<file path="config.mk">
export PLATFORM = sky130hd
export DESIGN_NAME = tlba_ffz
export DESIGN_NICKNAME = d
export VERILOG_FILES = /design/src/rtl/core/tlba_pkg.sv /design/src/rtl/core/tlba_ffz.sv
export SDC_FILE = /design/constraint.sdc
export NUM_CORES = 1
export LEC_CHECK = 0
export ABC_AREA = 1
export BUFFER_PORTS_ARGS = -buffer_cell sky130_fd_sc_hd__clkbuf_2
export CORE_ASPECT_RATIO = 1.25
export CORE_UTILIZATION = 41
export DETAILED_ROUTE_END_ITERATION = 8
export PLACE_DENSITY_LB_ADDON = 0.08
export SYNTH_ARGS = -nofsm -noshare
export SYNTH_HDL_FRONTEND = slang
export SYNTH_SLANG_ARGS = --single-unit
export TNS_END_PERCENT = 10
</file>
<file path="constraint.sdc">
create_clock -name vclk -period 11.6
set_clock_uncertainty 0.2 [all_clocks]
set_input_delay 2.32 -clock vclk [all_inputs]
set_output_delay 2.32 -clock vclk [all_outputs]
set_load 0.05 [all_outputs]
</file>
<file path="src/rtl/core/tlba_pkg.sv">
// tlba_pkg: shared constants, codes and state type of the two-level bitmap allocator
// depends on nothing; imported by every module under rtl/core
package tlba_pkg;

  localparam int WORD_BITS       = 64;
  localparam int BIT_W           = $clog2(WORD_BITS);
  localparam int ID_W            = 14;
  localparam int DEF_TOP_WORDS   = 4;
  localparam int DEF_LEAF_WORDS  = 256;

  typedef enum logic {
    OP_ALLOC   = 1'b0,
    OP_RELEASE = 1'b1
  } op_t;

  typedef enum logic [1:0] {
    ST_CLEAR,
    ST_IDLE,
    ST_SCAN,
    ST_MODIFY
  } state_t;

endpackage

</file>
<file path="src/rtl/core/tlba_ffz.sv">
// tlba_ffz: lowest-clear-bit finder shared by the top scan and the leaf update
// depends on tlba_pkg
module tlba_ffz (
  input  logic [tlba_pkg::WORD_BITS-1:0] word,
  output logic                           found,
  output logic [tlba_pkg::BIT_W-1:0]     index
);
  import tlba_pkg::*;

  always_comb begin
    found = 1'b0;
    index = '0;
    for (int b = WORD_BITS - 1; b >= 0; b--) begin
      if (!word[b]) begin
        found = 1'b1;
        index = BIT_W'(b);
      end
    end
  end

endmodule

</file>
==> results of run 1 <==
==> final timing paths <==
check / depth (start not counted) / end
hold / removal: 3 / index[1]
setup / recovery: 63 / index[0]
==> cells by family (layout without fill, tap and decap cells) <==
group | Yosys count | in the layout
AND/OR/NAND/NOR | 136 | 136
buffers and inverters | 9 | 80
AO/OA/AOI/OAI | 20 | 20
==> cell usage after synthesis (all sizes together) <==
master and number:
a21boi 1, nor2 22, o21bai 2, a31oi 7
nor3 2, nand4 6, a21oi 3, nand2 97
nand3 7, o21ai 6, nor4 2, inv 9
o211ai 1
==> routing by layer <==
metal | GRT usage, % | vias up
li1 | - | 689
met2 | 41.7 | 40
met4 | 0 | 0
met5 | 0 | -
met3 | 0 | 0
met1 | 22.0 | 515
==> cell type report <==
cell class                      count  share of cell area [%]
Multi-Input combinational cell    156                    61.7
Timing Repair Buffer               71                    33.0
Inverter                            9                    3.14
Tap cell                           18                    2.09
==> cells in the final DEF, fill, tap and decap left out <==
cell type / instances
a21oi_1: 2
nor3_1: 2
o21ai_0: 6
nor2_1: 22
inv_1: 9
nand4_1: 6
a31oi_1: 7
clkbuf_2: 71
nor4_1: 2
nand2_1: 97
a21oi_2: 1
o211ai_1: 1
a21boi_0: 1
nand3_1: 7
o21bai_1: 2
==> power by group <==
part / switching [uW] / internal, uW
Sequential: 0 / 0
Clock: 0 / 0
Combinational: 16.4 / 14.1
==> stage by stage <==
| stage | instances | util, % | setup WS (ns) |
|---|---|---|---|
| 2_1_floorplan | 165 | - | 3.77 |
| 3_3_place_gp | 254 | 68.0 | 3.60 |
| 3_5_place_dp | 254 | 68.0 | 3.50 |
| 4_1_cts | 254 | 68.0 | 3.47 |
| 5_1_grt | 254 | 68.0 | 2.70 |
| 6_report | 254 | 68.0 | 3.53 |
==> flow_summary.json, run 1 <==
{
  "outcome": "completed",
  "ant_nets": 0,
  "synth.avg_cell_area_sq_um": 4.23,
  "topRoutingLayerUsed": "met3",
  "first_iter_violations": 19,
  "fin_area_sq_um": 1080,
  "placed_cell_area_sq_um": 1080,
  "io_buffers": 71,
  "finalCriticalPeriod_ns": 8.07,
  "finalSetupTns_ns": 0,
  "row_count": 16,
  "max_cap_viol_count": 0,
  "slew_violations": 0,
  "nFillCells": 186,
  "multi_input_area_sq_um": 664,
  "drive_above_1_share_pct": 30.5,
  "io_pins": 71,
  "synth_xor_area_share_pct": 0,
  "layout.nets": 302,
  "rsz0062_at_grt": "no",
  "yosysTopAreaCell": "nand2_1",
  "crit_start": "word[63]",
  "fmax_mhz": 124,
  "slowest_stage": "clkbuf_2",
  "crit_path_end_kind": "output pin",
  "ys_seq_area_share_pct": 0,
  "seq_cell_count": 0,
  "start_util_pct": 44.1,
  "cts_resized": 0,
  "worstPathRequired_ns": 9.08,
  "ys_types": 14,
  "leakagePower_uw": 0.000650,
  "cp_top_family": "simple AND/OR/NAND/NOR gates",
  "tightest_slew_ns": 0.363,
  "wl_per_cell_um": 7.36,
  "cpMostUsedCell": "nand2_1",
  "start_kind": "input port",
  "total_power_uw": 30.5,
  "min_from": "word[2]",
  "die-width_um": 38.9,
  "die-area_sq_um": 1870,
  "first_pass_iters": 4,
  "grt_pass1_vias": 848,
  "finalSetupViolations": 0,
  "grt_max_degree": 5,
  "regArea_sq_um": 0,
  "grt_pass1_wl_um": 2800,
  "drc": 0,
  "grt_overflow": 0,
  "gp_congestion": 0.622,
  "slew_headroom_pct": 75.6,
  "crit_fanout": 3,
  "drt-met1-wl_um": 764,
  "diodes": 0,
  "cts_hold_buf": 0,
  "vias": 1244,
  "area_growth_pct": 54.1,
  "hpwl_um": 1760,
  "synth_area_sq_um": 698,
  "fp.dieH_um": 48.1,
  "synth_top_area_share_pct": 52.2,
  "finalCritPeriodShare_pct": 69.6,
  "grt_usage_pct": 19.3,
  "hold_class": "in -> out",
  "synth_compound_area_share_pct": 17.6,
  "max_stage_delay_ns": 0.28,
  "routed_wl_um": 1870,
  "synthAdderAreaFrac_pct": 0,
  "met3_length_um": 90,
  "viasPerCell": 4.90,
  "ir_drop_mv": 0.0174,
  "syn_nets": 229,
  "synthSimpleGateAreaFrac_pct": 77.6,
  "synth_top_family_by_area": "simple AND/OR/NAND/NOR gates",
  "clkbuf_count": 0,
  "finalHoldViolations": 0,
  "syn_inst": 165,
  "core_area_sq_um": 1580,
  "cts_setup_buffers": 0,
  "wl_met2_um": 1010,
  "synth_area_leaders": "nand2_1 52%, nor2_1 12%, a31oi_1 6.3%",
  "worstPathArrival_ns": 5.55,
  "holdWs_ns": 4.84,
  "synth.yosys.warnings": 0,
  "antenna_found_initial": 0,
  "worstPathBufferInverterCount": 3,
  "muxShareOfSynthArea_pct": 0,
  "path_class": "in -> out",
  "powerDensity_nw_per_um2": 28.3
}
No activity file was read; power rests on OpenSTA's default activity.
==> inputs of run 2 (changes only) <==
--- a/config.mk
+++ b/config.mk
@@ -5,7 +5,7 @@
 export SDC_FILE = /design/constraint.sdc
 export NUM_CORES = 1
 export LEC_CHECK = 0
-export ABC_AREA = 1
+export ABC_AREA = 0
 export BUFFER_PORTS_ARGS = -buffer_cell sky130_fd_sc_hd__clkbuf_2
 export CORE_ASPECT_RATIO = 1.25
 export CORE_UTILIZATION = 41
==> constraint.sdc (replaced) <==
create_clock -name vclk -period 7.8
set_clock_uncertainty 0.2 [all_clocks]
set_input_delay 1.56 -clock vclk [all_inputs]
set_output_delay 1.56 -clock vclk [all_outputs]
set_load 0.05 [all_outputs]
==> run 2 against run 1 <==
  * Sequential cell count did not move
  * Core utilization shrank 2.6 points
  * Critical path depth decreased by 56
  * Cell area is 11% higher
  * Setup slack worse by 0.51 ns
  * Largest cell class unchanged
  * Sequential share of layout area is the same
  * Synthesized area rose by 17%
  * Power grew 53%
  * Hold slack worse by 1.4 ns
  * Via count grew 9.6%
  * Largest power group unchanged
  * Highest routed layer unchanged
  * Global-route usage up 4.8 points
  * Combinational power is 53% higher
==> flow_summary.json, run 2 <==
{
  "slowest_stage": "a2111oi_0",
  "cts_resized": 0,
  "yosysTopAreaCell": "nand2_1",
  "outcome": "completed",
  "clkbuf_count": 0,
  "gp_congestion": 0.914,
  "cp_top_family": "compound AO/OA/AOI/OAI gates",
  "synth_top_area_share_pct": 10.6,
  "leakagePower_uw": 0.000582,
  "routed_wl_um": 2620,
  "worstPathRequired_ns": 6.04,
  "cts_setup_buffers": 0,
  "cpMostUsedCell": "clkbuf_2",
  "finalCritPeriodShare_pct": 61.4,
  "yosys-top-cells-count": "23 x nand2_1, 13 x nand4_1, 12 x inv_1, 11 x a21oi_1, 11 x o21ai_0",
  "row_count": 17,
  "drt-met1-wl_um": 1070,
  "vias": 1364,
  "yosysMostFrequentCell": "nand2_1",
  "finalSetupViolations": 0,
  "first_iter_violations": 19,
  "syn_inst": 144,
  "grt_usage_pct": 24.1,
  "worstPathArrival_ns": 3.03,
  "start_util_pct": 44.7,
  "powerDensity_nw_per_um2": 39.1,
  "ant_nets": 0,
  "antenna_found_initial": 0,
  "grt_pass1_vias": 1236,
  "syn_nets": 208,
  "synth_area_sq_um": 818,
  "cts_hold_buf": 0,
  "first_pass_iters": 4,
  "drive_above_1_share_pct": 34.0,
  "layout.nets": 281,
  "io_buffers": 71,
  "grt_max_degree": 6,
  "viasPerCell": 5.83,
  "ys_types": 33,
  "max_cap_viol_count": 0,
  "regArea_sq_um": 0,
  "fmax_mhz": 209,
  "worstPathBufferInverterCount": 2,
  "topRoutingLayerUsed": "met3",
  "synth_area_leaders": "nand2_1 11%, nand4_1 9.9%, a21oi_1 6.7%",
  "core_area_sq_um": 1830,
  "slew_violations": 0,
  "synth.avg_cell_area_sq_um": 5.68,
  "path_class": "in -> out",
  "seq_cell_count": 0,
  "die-area_sq_um": 2180,
  "grt_overflow": 0,
  "placed_cell_area_sq_um": 1200,
  "ys_seq_area_share_pct": 0,
  "met3_length_um": 140,
  "die-width_um": 42.0,
  "max_stage_delay_ns": 0.48,
  "ir_drop_mv": 0.0258,
  "synth.yosys.warnings": 0,
  "hold_class": "in -> out",
  "finalCriticalPeriod_ns": 4.79,
  "rsz0062_at_grt": "no",
  "diodes": 0,
  "fp.dieH_um": 52.0,
  "fin_area_sq_um": 1200,
  "start_kind": "input port",
  "wl_per_cell_um": 11.2,
  "area_growth_pct": 46.3,
  "holdWs_ns": 3.45,
  "crit_path_end_kind": "output pin",
  "crit_fanout": 5,
  "tightest_slew_ns": 0.487,
  "finalSetupTns_ns": 0,
  "drc": 0,
  "layout_commonest_cell": "clkbuf_2",
  "wl_met2_um": 1410,
  "layout_common_cells": "71 x clkbuf_2, 23 x nand2_1, 13 x nand4_1",
  "slew_headroom_pct": 66.7,
  "worstPathCellList": "clkbuf_2, and3_1, o211ai_1, a2111oi_0, o41ai_1, a31oi_1, clkbuf_2",
  "hpwl_um": 2350,
  "io_pins": 71,
  "finalHoldViolations": 0,
  "grt_pass1_wl_um": 4430
}
==> run 2: cell families (layout without fill, tap and decap cells) <==
logic type,Yosys count,in the layout,synth area share (%)
compound gates,51,51,42.4
simple gates,81,81,52.1
buf+inv,12,83,5.50
==> run 2: layer usage <==
metal,GRT usage (%),up-vias
li1,-,716
met4,0,0
met5,0,-
met3,0.694,0
met2,52.6,50
met1,26.4,598
==> run 2: layout make-up <==
cell class	instances	area, sq um
timing repair buffer	71	355
multi-input combinational	132	773
inverter	12	45.0
tap	19	23.8
fill	191	632
==> run 2: power by group <==
group	internal, uW	switching (uW)
Sequential	0	0
Combinational	20.1	26.7
Clock	0	0
==> run 2: through the flow <==
stage / setup slack, ns / power, uW / util, % / cells
final: 3.01 / 46.8 / 65.5 / 234
after global routing: 2.88 / 52.5 / 65.5 / 234
after CTS: 3.03 / 46.6 / 65.5 / 234
after detailed placement: 3.02 / 46.4 / 65.5 / 234
after global placement: 3.09 / 45.3 / 65.5 / 234
after floorplan: 2.68 / 18.4 / - / 144
==> run 2: worst paths after layout <==
check,start,end,slack [ns],depth (start not counted)
min,word[2],index[0],3.45,6
max,word[8],index[0],3.01,7
==> run 2: tightest hold or removal path: stages <==
cell	delay, ns
clkbuf_2	0.09
inv_1	0.04
a21boi_0	0.07
o41ai_1	0.06
a31oi_1	0.04
clkbuf_2	0.23
==> inputs of run 3 (changes only) <==
--- a/config.mk
+++ b/config.mk
@@ -5,10 +5,10 @@
 export SDC_FILE = /design/constraint.sdc
 export NUM_CORES = 1
 export LEC_CHECK = 0
-export ABC_AREA = 0
+export ABC_AREA = 1
 export BUFFER_PORTS_ARGS = -buffer_cell sky130_fd_sc_hd__clkbuf_2
 export CORE_ASPECT_RATIO = 1.25
-export CORE_UTILIZATION = 41
+export CORE_UTILIZATION = 38
 export DETAILED_ROUTE_END_ITERATION = 8
 export PLACE_DENSITY_LB_ADDON = 0.08
 export SYNTH_ARGS = -nofsm -noshare
==> constraint.sdc (replaced) <==
create_clock -name vclk -period 4.6
set_clock_uncertainty 0.2 [all_clocks]
set_input_delay 0.92 -clock vclk [all_inputs]
set_output_delay 0.92 -clock vclk [all_outputs]
set_load 0.05 [all_outputs]
==> run 3 against run 2 <==
  * The flow now finishes with violations (setup timing)
  * Non-clock buffer count rose by 12
  * Die area fell by 7.6%
  * Critical endpoint unchanged
  * Global-route usage fell by 2.5 points
==> flow_summary.json, run 3 (synthesis results as in run 1) <==
{
  "outcome": "complete, but fails checks",
  "violations": "setup timing",
  "crit_start": "word[63]",
  "worstPathArrival_ns": 4.08,
  "clkbuf_count": 0,
  "antenna_found_initial": 0,
  "slew_headroom_pct": 76.7,
  "grt_overflow": 0,
  "diodes": 0,
  "drc": 0,
  "viasPerCell": 4.85,
  "cts_hold_buf": 0,
  "io_buffers": 71,
  "fmax_mhz": 192,
  "crit_path_end_kind": "output pin",
  "grt_usage_pct": 21.6,
  "powerDensity_nw_per_um2": 74.4,
  "comb_power_share_pct": 100.0,
  "fp.dieH_um": 49.9,
  "finalCritPeriodShare_pct": 113,
  "grt_pass1_wl_um": 3370,
  "routed_wl_um": 2080,
  "clkPwrFrac_pct": 0,
  "dpl.cell_count": 266,
  "max_stage_delay_ns": 0.16,
  "nFillCells": 173,
  "seq_cell_count": 0,
  "ir_drop_mv": 0.0506,
  "first_iter_violations": 6,
  "intPower_uw": 43.9,
  "cts_setup_buffers": 0,
  "ant_nets": 0,
  "drive_above_1_share_pct": 34.7,
  "worstPathRequired_ns": 3.48,
  "max_cap_viol_count": 0,
  "slowest_stage": "buf_8",
  "hold_class": "in -> out",
  "row_count": 16,
  "finalHoldViolations": 0,
  "vias": 1291,
  "leakagePower_uw": 0.000712,
  "slew_violations": 0,
  "layout.nets": 314,
  "path_class": "in -> out",
  "core_area_sq_um": 1640,
  "p_sw_share_pct": 50.4,
  "gp_congestion": 0.704,
  "grt_max_degree": 5,
  "wl_per_cell_um": 7.81,
  "min_from": "word[3]",
  "crit_fanout": 2,
  "holdWs_ns": 2.01,
  "die-width_um": 40.3,
  "io_pins": 71,
  "start_kind": "input port",
  "area_growth_pct": 70.3,
  "p_sw_uw": 44.5,
  "finalSetupViolations": 1,
  "fin_ws_ns": -0.600,
  "layout_common_cells": "96 x nand2_1, 69 x clkbuf_2, 22 x nor2_1",
  "cts_resized": 3,
  "instances_no_fill": 266,
  "layout_commonest_cell": "nand2_1",
  "finalCriticalPeriod_ns": 5.20,
  "start_util_pct": 42.5,
  "tightest_slew_ns": 0.346,
  "rsz0062_at_grt": "yes",
  "pwr-share-seq_pct": 0,
  "hpwl_um": 1870,
  "grt_pass1_vias": 1082,
  "first_pass_iters": 2,
  "regArea_sq_um": 0,
  "cpMostUsedCell": "nand2_1",
  "die-area_sq_um": 2010
}
[run 3: cell count changes in the layout (fill, tap and decap cells not counted), sizes merged, moves of 4 or more]
cell    change
a21oi       -8
nor2       +15
nand2b      -4
o21ai       -5
nor3        -4
nand2      +74
nor2b       -5
nand4       -8
buf        +14
[run 3: per-stage QoR]
stage	setup slack, ns	instance area, sq um	utilization, %	setup TNS (ns)	total power (uW)
floorplan	-0.288	706	-	-0.288	37.8
global placement	-0.628	1170	71.5	-0.628	83.3
detailed placement	-0.733	1170	71.5	-0.733	86.3
CTS	-0.654	1180	72.2	-0.654	88.0
global route	-1.45	1190	72.4	-1.65	102
finish	-0.600	1190	72.4	-0.600	88.4
[run 3: worst max-delay path: cells and delay by family]
kind / cells / cell delay [ns]
and+or+nand+nor: 59 / 2.76
AOI/OAI and AO/OA: 1 / 0.13
buffers and inverters: 3 / 0.29
[run 3: cell type report]
cell class	count	area [sq um]	share of cell area [%]
inverter	9	33.8	2.84
timing repair buffer	83	458	38.5
tap	18	22.5	1.89
multi-input combinational	156	674	56.7
[run 3: layer usage]
metal	routed length (um)	part of all wire [%]	track usage, %
met5	0	0	0
met4	10	0.48	2.22
met2	1160	56	48.9
met3	148	7.1	0.901
met1	759	37	17.1
[run 3: power by group through the flow]
stage	combinational [uW]	sequential, uW	clock, uW
after detailed placement	86.3	0	0
after global routing	102	0	0
after CTS	88.0	0	0
final	88.4	0	0
after floorplan	37.8	0	0
after global placement	83.3	0	0
[run 3: worst paths after layout]
check / slack (ns) / depth (start not counted) / to
setup / recovery: -0.60 / 63 / index[0]
hold / removal: 2.01 / 3 / index[1]
